==> src/sv/tccs_pkg.sv <==
// shared types and constants for the text console cursor and scroll block
`timescale 1ns / 1ps
package tccs_pkg;

	localparam int DEF_COLUMNS = 80;
	localparam int DEF_ROWS    = 32;

	// result queue depth and the most results one byte can cause
	localparam int QDEPTH = 8;
	localparam int SLOTS  = 4;

	localparam logic [7:0] CTRL_LOW_MAX = 8'h1F;
	localparam logic [7:0] CTRL_DEL     = 8'h7F;
	localparam logic [7:0] CTRL_C1_MAX  = 8'h9F;
	localparam logic [7:0] CHAR_LF      = 8'h0A;
	localparam logic [7:0] GLYPH_BASE   = 8'd32;

	typedef enum logic [1:0] {
		ACT_DRAW   = 2'd0,
		ACT_CLEAR  = 2'd1,
		ACT_INVERT = 2'd2
	} act_t;

	typedef struct packed {
		act_t       action;
		logic [5:0] phys_row;
		logic [6:0] column;
		logic [7:0] glyph;
		logic [5:0] top_row;
		logic       last_result;
	} res_t;

	// results of one byte in model order: invert, draw, clear, invert
	typedef struct packed {
		logic [SLOTS-1:0]            mask;
		res_t [SLOTS-1:0]            slot;
	} push_t;

endpackage

==> src/sv/tccs_core.sv <==
// input register, cursor and scroll state, per-byte result generation
`timescale 1ns / 1ps
module tccs_core import tccs_pkg::*; #(
	parameter int COLUMNS = DEF_COLUMNS,
	parameter int ROWS    = DEF_ROWS
) (
	input  logic       clk,
	input  logic       arst_n,
	input  logic       in_valid,
	output logic       in_stall,
	input  logic [7:0] char_code,
	input  logic       first_in_request,
	input  logic       last_in_request,
	input  logic       room,
	output push_t      push
);

	localparam int COL_W = $clog2(COLUMNS);
	localparam int ROW_W = $clog2(ROWS);
	localparam int TOP_W = $clog2(ROWS + 1);
	localparam logic [TOP_W:0] NPHYS = (TOP_W + 1)'(ROWS + 1);

	logic             valid_s1;
	logic [7:0]       char_s1;
	logic             first_s1;
	logic             last_s1;

	logic [COL_W-1:0] cursor_col_q;
	logic [ROW_W-1:0] cursor_row_q;
	logic [TOP_W-1:0] top_q;

	logic             go;
	logic             is_ctrl, is_lf, printable;
	logic             nl, bottom, scroll;
	logic [COL_W-1:0] col_next;
	logic [ROW_W-1:0] row_next;
	logic [TOP_W-1:0] top_inc, top_next;
	logic [TOP_W-1:0] phys_now, phys_after;
	logic [SLOTS-1:0] m;

	function automatic logic [TOP_W-1:0] phys_of(input logic [TOP_W-1:0] t,
			input logic [ROW_W-1:0] r);
		logic [TOP_W:0] s;
		s = {1'b0, t} + {{(TOP_W + 1 - ROW_W){1'b0}}, r};
		if (s >= NPHYS)
			s = s - NPHYS;
		return s[TOP_W-1:0];
	endfunction

	function automatic logic [5:0] to6(input logic [TOP_W-1:0] v);
		logic [TOP_W+5:0] w;
		w = {6'd0, v};
		return w[5:0];
	endfunction

	function automatic logic [6:0] to7(input logic [COL_W-1:0] v);
		logic [COL_W+6:0] w;
		w = {7'd0, v};
		return w[6:0];
	endfunction

	assign go       = valid_s1 & room;
	assign in_stall = valid_s1 & ~room;

	always_ff @(posedge clk or negedge arst_n) begin
		if (!arst_n) begin
			valid_s1 <= 1'b0;
		end else if (!in_stall) begin
			valid_s1 <= in_valid;
		end
	end

	always_ff @(posedge clk) begin
		if (in_valid && !in_stall) begin
			char_s1  <= char_code;
			first_s1 <= first_in_request;
			last_s1  <= last_in_request;
		end
	end

	always_comb begin
		is_ctrl   = (char_s1 <= CTRL_LOW_MAX) ||
		            (char_s1 >= CTRL_DEL && char_s1 <= CTRL_C1_MAX);
		is_lf     = char_s1 == CHAR_LF;
		printable = ~is_ctrl;
		nl        = is_lf | (printable & (cursor_col_q == COL_W'(COLUMNS - 1)));
		bottom    = cursor_row_q == ROW_W'(ROWS - 1);
		scroll    = nl & bottom;

		if (nl)
			col_next = '0;
		else if (printable)
			col_next = cursor_col_q + COL_W'(1);
		else
			col_next = cursor_col_q;

		row_next = (nl && !bottom) ? cursor_row_q + ROW_W'(1) : cursor_row_q;
		top_inc  = (top_q == TOP_W'(ROWS)) ? '0 : top_q + TOP_W'(1);
		top_next = scroll ? top_inc : top_q;

		phys_now   = phys_of(top_q, cursor_row_q);
		phys_after = phys_of(top_next, row_next);

		m = {last_s1, scroll, printable, first_s1};
	end

	always_comb begin
		push.mask = go ? m : '0;

		push.slot[0].action      = ACT_INVERT;
		push.slot[0].phys_row    = to6(phys_now);
		push.slot[0].column      = to7(cursor_col_q);
		push.slot[0].glyph       = '0;
		push.slot[0].top_row     = to6(top_q);
		push.slot[0].last_result = ~|m[3:1];

		push.slot[1].action      = ACT_DRAW;
		push.slot[1].phys_row    = to6(phys_now);
		push.slot[1].column      = to7(cursor_col_q);
		push.slot[1].glyph       = char_s1 - GLYPH_BASE;
		push.slot[1].top_row     = to6(top_q);
		push.slot[1].last_result = ~|m[3:2];

		// clear names the old top row but reports the rotated top
		push.slot[2].action      = ACT_CLEAR;
		push.slot[2].phys_row    = to6(top_q);
		push.slot[2].column      = '0;
		push.slot[2].glyph       = '0;
		push.slot[2].top_row     = to6(top_next);
		push.slot[2].last_result = ~m[3];

		push.slot[3].action      = ACT_INVERT;
		push.slot[3].phys_row    = to6(phys_after);
		push.slot[3].column      = to7(col_next);
		push.slot[3].glyph       = '0;
		push.slot[3].top_row     = to6(top_next);
		push.slot[3].last_result = 1'b1;
	end

	always_ff @(posedge clk or negedge arst_n) begin
		if (!arst_n) begin
			cursor_col_q <= '0;
			cursor_row_q <= '0;
			top_q        <= '0;
		end else if (go) begin
			cursor_col_q <= col_next;
			cursor_row_q <= row_next;
			top_q        <= top_next;
		end
	end

endmodule

==> src/sv/tccs_outq.sv <==
// result queue: takes up to four results a cycle, delivers one beat a cycle while out_stall is low
`timescale 1ns / 1ps
module tccs_outq import tccs_pkg::*; #(
	parameter int DEPTH = QDEPTH
) (
	input  logic  clk,
	input  logic  arst_n,
	input  push_t push,
	output logic  room,
	output logic  out_valid,
	input  logic  out_stall,
	output res_t  head
);

	localparam int PTR_W = $clog2(DEPTH);
	localparam int CNT_W = $clog2(DEPTH + 1);

	res_t             mem_q [DEPTH];
	logic [PTR_W-1:0] wr_q, rd_q;
	logic [CNT_W-1:0] cnt_q;

	logic [1:0]       off [SLOTS];
	logic [2:0]       n;
	logic             pop;

	// compact the slot mask into consecutive queue positions
	always_comb begin
		off[0] = 2'd0;
		off[1] = {1'b0, push.mask[0]};
		off[2] = off[1] + {1'b0, push.mask[1]};
		off[3] = off[2] + {1'b0, push.mask[2]};
		n = {1'b0, off[3]} + {2'b0, push.mask[3]};
	end

	assign out_valid = cnt_q != '0;
	assign pop       = out_valid & ~out_stall;
	assign head      = mem_q[rd_q];
	assign room      = cnt_q <= CNT_W'(DEPTH - SLOTS);

	always_ff @(posedge clk) begin
		for (int k = 0; k < SLOTS; k++) begin
			if (push.mask[k])
				mem_q[wr_q + PTR_W'(off[k])] <= push.slot[k];
		end
	end

	always_ff @(posedge clk or negedge arst_n) begin
		if (!arst_n) begin
			wr_q  <= '0;
			rd_q  <= '0;
			cnt_q <= '0;
		end else begin
			wr_q  <= wr_q + PTR_W'(n);
			rd_q  <= rd_q + PTR_W'(pop);
			cnt_q <= cnt_q + CNT_W'(n) - CNT_W'(pop);
		end
	end

endmodule

==> src/sv/text_console_cursor_scroll.sv <==
// Text console cursor and scroll control.
//
// Input channel: one text byte per beat (char_code) with flags for the
// first and last byte of a write request. Output channel: one cell command
// per beat (draw glyph, clear physical row, invert cursor cell) with the
// current top row and a flag on the last command caused by each byte.
// A byte is taken into an input register; at the first edge at which the
// queue has room, all of its commands (up to four) are written into an
// 8-entry result queue while the cursor, row and top offset update; the first
// command appears on the output right after that edge.
// Throughput: one byte per cycle while bytes cause at most one command each
// and the receiver does not stall; the unstalled output moves one beat per
// cycle, so the queue depth and the one-beat output rate set the sustained
// figure. The input stalls while fewer than four queue entries are free.
// Reset clears the cursor to the top left, the top offset to zero and empties
// the queue. When the receiver stalls, the head command holds and the queue
// fills until the input side stalls as well.
`timescale 1ns / 1ps
module text_console_cursor_scroll import tccs_pkg::*; #(
	parameter int COLUMNS = DEF_COLUMNS,
	parameter int ROWS    = DEF_ROWS
) (
	input  logic       clk,
	input  logic       arst_n,
	input  logic       in_valid,
	output logic       in_stall,
	input  logic [7:0] char_code,
	input  logic       first_in_request,
	input  logic       last_in_request,
	output logic       out_valid,
	input  logic       out_stall,
	output logic [1:0] action,
	output logic [5:0] phys_row,
	output logic [6:0] column,
	output logic [7:0] glyph,
	output logic [5:0] top_row,
	output logic       last_result
);

	push_t push;
	logic  room;
	res_t  head;

	tccs_core #(
		.COLUMNS(COLUMNS),
		.ROWS   (ROWS)
	) u_core (
		.clk             (clk),
		.arst_n          (arst_n),
		.in_valid        (in_valid),
		.in_stall        (in_stall),
		.char_code       (char_code),
		.first_in_request(first_in_request),
		.last_in_request (last_in_request),
		.room            (room),
		.push            (push)
	);

	tccs_outq #(
		.DEPTH(QDEPTH)
	) u_outq (
		.clk      (clk),
		.arst_n   (arst_n),
		.push     (push),
		.room     (room),
		.out_valid(out_valid),
		.out_stall(out_stall),
		.head     (head)
	);

	assign action      = head.action;
	assign phys_row    = head.phys_row;
	assign column      = head.column;
	assign glyph       = head.glyph;
	assign top_row     = head.top_row;
	assign last_result = head.last_result;

endmodule

==> config.mk <==
export PLATFORM = sky130hd
export DESIGN_NAME = text_console_cursor_scroll
export DESIGN_NICKNAME = d
export VERILOG_FILES = /design/src/sv/tccs_pkg.sv /design/src/sv/tccs_core.sv /design/src/sv/tccs_outq.sv /design/src/sv/text_console_cursor_scroll.sv
export SDC_FILE = /design/constraint.sdc
export NUM_CORES = 1
export LEC_CHECK = 0
export ABC_AREA = 1
export BUFFER_PORTS_ARGS = -buffer_cell sky130_fd_sc_hd__buf_2
export CORE_ASPECT_RATIO = 1.4
export CORE_MARGIN = 4
export CORE_UTILIZATION = 57
export CTS_CLUSTER_SIZE = 8
export DETAILED_ROUTE_END_ITERATION = 12
export GPL_TIMING_DRIVEN = 1
export PLACE_DENSITY = 0.88
export SETUP_SLACK_MARGIN = 0.1
export SYNTH_ARGS = -nofsm -noshare
export SYNTH_HDL_FRONTEND = slang
export SYNTH_SLANG_ARGS = --single-unit
==> constraint.sdc <==
create_clock -name clk -period 4.25 [get_ports clk]
set_clock_uncertainty 0.2 [all_clocks]
set_input_delay 0.85 -clock clk [delete_from_list [all_inputs] [get_ports clk]]
set_output_delay 0.85 -clock clk [all_outputs]
set_load 0.01 [all_outputs]
Word level (Yosys, flattened, before mapping):

Memory sizes are Yosys's and may differ from the RTL's.
Index checks and enable logic that the tools add are counted.

* reduce and logical (&&, ||, !) cells: 11
* multiply operators: 0
* bitwise operators: 10
* mux-type cells: 16
* div/mod/pow operators: 0
* add/sub/neg operators: 18
* shift-type cells: 0
* $lt $le $gt $ge: 6
* equality and inequality tests: 4

Operators with widths (count)
* 2-to-1 mux 6 bit: 4
* adder 6 x 5 -> 7 bit: 2
* greater-or-equal comparator 7 x 6 -> 1 bit (second input constant): 2
* 2-to-1 mux 7 bit: 2
* subtractor 6 bit (second input constant): 2
* == test 8 x 4 -> 1 bit (second input constant): 1
* greater-or-equal comparator 8 x 7 -> 1 bit (second input constant): 1
* less-or-equal comparator 8 x 5 -> 1 bit (second input constant): 1
* less-or-equal comparator 8 bit (second input constant): 1
* 2-to-1 mux 1 bit: 8
* subtractor 8 x 6 -> 8 bit (second input constant): 1
* adder 7 x 1 -> 7 bit (second input constant): 1
* == test 7 bit (second input constant): 1
* adder 3 x 1 -> 3 bit: 2
* adder 3 x 2 -> 3 bit: 2
* adder 6 x 1 -> 6 bit (second input constant): 1
* == test 6 bit (second input constant): 1
* adder 5 x 1 -> 5 bit (second input constant): 1
* AND 1 bit: 5
* == test 5 bit (second input constant): 1
* 2-to-1 mux 5 bit: 1
* adder 4 x 3 -> 4 bit: 1
* less-or-equal comparator 4 x 3 -> 1 bit (second input constant): 1
* zero test 1 bit: 4
* other kinds (13): 18

* word-level logic and storage cells: 76
* RAM bits: 240
* memories kept: 1
* output and inout bits: 32
* bits of input ports: 14
* bits in latches: 0
* ROM bits: 0
* register bits after elaboration: 39

Memories
* u_outq.mem_q: depth 8, bits a word 30, rd ports 1, clocked after memory_dff 0, write ports 4, RTL line tccs_outq.sv:18 `res_t mem_q [DEPTH];`

Longest topological paths before layout:

* word-level depth: 13
* gate-level depth with buffers: 27
* gate-level depth less buffers: 27

Modules after synthesis:

From an unflattened synthesis, not the netlist that was laid out.

* cell total of the unflattened synthesis: 3865
* area total of the unflattened synthesis: 24579.8 um^2

Modules (own cells, without submodules)
* tccs_outq: area an instance 21451.8 um^2, times used 1, cells each 3434, sequential area each 7457.2 um^2
* tccs_core: area an instance 3128.0 um^2, times used 1, cells each 431, sequential area each 775.7 um^2

Least setup slack after synthesis:

Ideal clock, no wire load.

* kind: reg2reg
* start point: reg u_core.cursor_col_q[0]
* end point: mem u_outq.mem_q[0][15] (netlist name), enable pin
* cell stages (with the launch flop): 21
* data required time: 3.674 ns
* setup slack: -0.073 ns
* setup time: 0.376 ns
* arrival time: 3.747 ns
* buffers on the path: 2
* period minus slack after synthesis: 4.323 ns
* path through: dfrtp_1 > ha_1 > nand3_1 > nor2_1 > nand3_1 > nand2_2 > nand2_4 > nor2_8 > buf_6 > fa_1 > ha_1 > fa_1 > or2_2 > nand2_1 > inv_1 > nor2_1 > nand2_1 > nand2_2 > inv_2 > buf_2 > nand2_1

RTL lines
* start: declaration: RTL line tccs_core.sv:28 `logic [COL_W-1:0] cursor_col_q;`
* start signal: assignment: RTL line tccs_core.sv:146 `cursor_col_q <= col_next;`
* end: declaration: RTL line tccs_outq.sv:18

==> run summary <==
### Status
• **outcome** finished, final reports clean

### STA
• **slew of the pin with the lowest slew margin** 0.756 ns
• **Hold Worst Slack** 0.181 ns
• **final hold violations** 0
• **unrepaired setup endpoints after global routing** yes
• **max-slew violations** 0
• **final setup slack of the worst path** 0.105 ns
• **worst slew slack as a fraction of its limit** 49.2%
• **Final min period** 4.15 ns
• **maximum clock frequency** 241 MHz
• **share of the clock period used by the worst path** 97.5%
• **final count of negative-setup-slack endpoints** 0

### Synth
• **cell area after technology mapping** 0.0154 mm²
• **mean area per synthesized cell** 8.11 µm²
• **synthesized net count** 1952
• **top cell type's share of synthesized area** 31.6%
• **count of cell types in the netlist** 48
• **predominant post-synthesis flop cell** sky130_fd_sc_hd__edfxtp_1
• **top area cells in the synthesized netlist** sky130_fd_sc_hd__edfxtp_1 (32%), sky130_fd_sc_hd__dfxtp_1 (11%), sky130_fd_sc_hd__nand2_1 (8.8%), sky130_fd_sc_hd__o21ai_0 (7.5%), sky130_fd_sc_hd__nand3_1 (6.4%)
• **biggest area consumer among synthesized cells** sky130_fd_sc_hd__edfxtp_1
• **proportion of synthesized chip area in sequential cells** 47.8%
• **number of enable flip-flop cells after synthesis** 162
• **number of storage elements in the synthesis netlist** 279
• **Post-Syn Instances** 1895
• **proportion of synthesized flip-flops having asynchronous set or reset** 10.4%
• **count of synthesis-stage warnings from yosys** 0

### Floorplanning
• **die area** 0.0297 mm²
• **Cell Rows** 70
• **I/O pin total** 46
• **Chip Height** 202 µm
• **Initial Utilization** 58.3%
• **Die Span X** 147 µm
• **area inside the core boundary** 0.0264 mm²

### Placed design
• **Placement Setup Slack** -0.0721 ns
• **number of placed instances, taps included** 2274
• **Final Wtd Congestion** 1.03
• **port buffer count** 45
• **half-perimeter wire length after detailed placement** 35000 µm

### Final layout
• **number of diodes added for antenna fixing** 0
• **fraction of layout instances using a drive strength above 1** 15.4%
• **area grow syn2layout** 16.8%
• **most common cell after layout, fill and taps aside** sky130_fd_sc_hd__nand2_1
• **post-route insts no fill** 2367
• **most used cells in the layout excluding fill and tap cells** sky130_fd_sc_hd__nand2_1 (340), sky130_fd_sc_hd__o21ai_0 (229), sky130_fd_sc_hd__nor2_1 (212)
• **number of nets at the end of the flow** 2037

### Critical path
• **maximum fanout count along the critical path** 14
• **crit path DAT** 4.24 ns
• **Critical Path RT** 4.34 ns
• **Setup crit start kind** register
• **Crit. End Element** register
• **type of the setup path with the least slack** reg2reg

### Hold path
• **Worst Hold Class** in2async

### Detailed routing
• **Via density** 6.37
• **iteration-0 DRC count of the detailed router** 2200
• **total length of routed wires** 53600 µm
• **first-pass iteration count of the detailed router** 6
• **DRC violations left** 0
• **Wirelength per Cell** 22.7 µm
• **vias post-DR** 15100
• **number of nets with antenna violations after routing** 0

### CTS
• **Max clock buf depth** 3
• **CTS tree** done
• **root cell of the clock tree** sky130_fd_sc_hd__clkbuf_16
• **CTS Sinks** 279
• **cts-stage hold buffer count** 0
• **number of levels in the clock H-tree** 2
• **number of buffers created by CTS** 40
• **clock transition time at the flip-flop clock pins of the worst setup and hold paths** 0.05 ns
• **clock latency at the later pin of the worst-skew pair** 0.54 ns

### Global routing
• **GRT Resource Usage Total** 34.7%
• **number of global-route vias before repair** 14400
• **first-pass GRT wire length** 80500 µm
• **antenna violations before repair** 0
• **maximum number of pins on one net before global-route repair** 126
• **final global-route overflow total** 0

### Power and ir drop
• **Lkg Pwr** 7.65 nW
• **total power density per cell area** 692 mW/mm²
• **peak supply drop** 781 µV

### Run
• **number of maximum-capacitance violations** 0

==> power by group <==
group / switching, W / internal, W / total [W]
sequential: 0.000410 / 0.00373 / 0.00414
clock: 0.00116 / 0.00175 / 0.00291
combinational: 0.00363 / 0.00175 / 0.00538
==> synthesized netlist by cell type (8+ instances only) <==
master                     number
sky130_fd_sc_hd__inv_1        133
sky130_fd_sc_hd__o21ai_1       20
sky130_fd_sc_hd__nand3_2        9
sky130_fd_sc_hd__clkbuf_1      57
sky130_fd_sc_hd__nand2_1      359
sky130_fd_sc_hd__or2_2          8
sky130_fd_sc_hd__edfxtp_1     162
sky130_fd_sc_hd__dfxtp_1       88
sky130_fd_sc_hd__dfrtp_1       29
sky130_fd_sc_hd__xor2_1        12
sky130_fd_sc_hd__nand2_2       14
sky130_fd_sc_hd__ha_1          36
sky130_fd_sc_hd__inv_2         22
sky130_fd_sc_hd__xnor2_1       10
sky130_fd_sc_hd__a21oi_1       64
sky130_fd_sc_hd__o22ai_1       95
sky130_fd_sc_hd__clkinv_1      15
sky130_fd_sc_hd__nor2_1       215
sky130_fd_sc_hd__buf_2         19
sky130_fd_sc_hd__o21ai_0      229
sky130_fd_sc_hd__nand3_1      197
sky130_fd_sc_hd__a31oi_1       33
==> kinds of logic (layout without fill, tap and decap cells) <==
| logic type | Yosys count | count (layout) | share of synthesized area (%) |
|---|---|---|---|
| buffers and inverters | 259 | 371 | 6.69 |
| and+or+nand+nor | 838 | 838 | 24.2 |
| xor gates and xnor gates | 24 | 24 | 1.46 |
| adders and majority gates | 43 | 43 | 3.84 |
| AOI/OAI and AO/OA | 452 | 452 | 16.0 |
| DFF | 279 | 279 | 47.8 |
==> what timing repair did <==
action,4_1_cts,5_1_grt
resized for setup,9,77
pin swaps,1,19
buffers inserted,2,19
hold endpoints to repair,0,0
setup endpoints to repair,48,300
gates cloned,0,3
==> cell type report <==
type,instances,area [µm²]
repair buffers,131,1100
fillers,2047,8400
flip-flops and latches,279,7360
multi-input cells,1357,7260
clock buffers,67,1100
inverters,171,671
clock inverters,2,25.0
well taps,360,450
==> metal layers <==
layer | up-vias | track usage (%) | part of all wire [%]
li1 | 6674 | - | -
met3 | 325 | 7.78 | 11
met5 | - | 0 | 0
met1 | 6983 | 40.5 | 33
met4 | 0 | 23.2 | 8.2
met2 | 1101 | 56.9 | 47
==> state kept, by name, indices dropped and copies added (netlist names), 3 cells and up <==
signal	count
u_core.top_q	6
u_outq.mem_q	240
u_outq.rd_q	3
u_core.cursor_row_q	5
u_core.cursor_col_q	7
u_core.char_s1	8
u_outq.cnt_q	4
u_outq.wr_q	3
==> worst max-delay path, stage by stage, from the launching register on <==
cell	delay, ns
sky130_fd_sc_hd__dfrtp_1	0.40
sky130_fd_sc_hd__ha_2	0.22
sky130_fd_sc_hd__nand3_2	0.13
sky130_fd_sc_hd__nor2_4	0.20
sky130_fd_sc_hd__nand3_2	0.12
sky130_fd_sc_hd__nand2_4	0.09
sky130_fd_sc_hd__nand2_4	0.08
sky130_fd_sc_hd__nor2_8	0.10
sky130_fd_sc_hd__fa_1	0.45
sky130_fd_sc_hd__ha_1	0.22
sky130_fd_sc_hd__fa_1	0.37
sky130_fd_sc_hd__or2_2	0.28
sky130_fd_sc_hd__nand2_1	0.09
sky130_fd_sc_hd__inv_1	0.06
sky130_fd_sc_hd__nor2_1	0.15
sky130_fd_sc_hd__nand2_1	0.13
sky130_fd_sc_hd__buf_6	0.21
sky130_fd_sc_hd__clkinvlp_4	0.14
sky130_fd_sc_hd__a21oi_1	0.06
sky130_fd_sc_hd__nand2_1	0.12
sky130_fd_sc_hd__nand2_1	0.07
==> final timing paths <==
kind / from / endpoint / slack (ns) / depth (start not counted)
worst max register to register: u_core.cursor_col_q[0]$_DFFE_PN0P_ / u_outq.mem_q[1][22]$_DFFE_PP_ / 0.10 / 20
max in group asynchronous: arst_n / u_outq.rd_q[0]$_DFF_PN0_ / 3.11 / 1
worst min register to register: u_outq.mem_q[1][11]$_SDFFE_PP0P_ / u_outq.mem_q[1][11]$_SDFFE_PP0P_ / 0.26 / 2
worst max-delay path: u_core.cursor_col_q[0]$_DFFE_PN0P_ / u_outq.mem_q[1][22]$_DFFE_PP_ / 0.10 / 20
min in group clk: u_outq.mem_q[1][11]$_SDFFE_PP0P_ / u_outq.mem_q[1][11]$_SDFFE_PP0P_ / 0.26 / 2
worst min-delay path: arst_n / u_core.top_q[3]$_DFFE_PN0P_ / 0.18 / 1
==> stage by stage <==
stage | util (%) | TNS [ns] | power (W) | cell area (µm²)
after CTS | 66.2 | 0 | 0.0121 | 17400
after detailed placement | 61.7 | -0.852 | 0.00913 | 16300
final | 68.1 | 0 | 0.0124 | 18000
after global placement | 61.7 | 0 | 0.00897 | 16300
after floorplan | - | 0 | 0.00733 | 15400
after global routing | 68.1 | -0.00538 | 0.0131 | 18000
(Power assumes the default switching activity.)
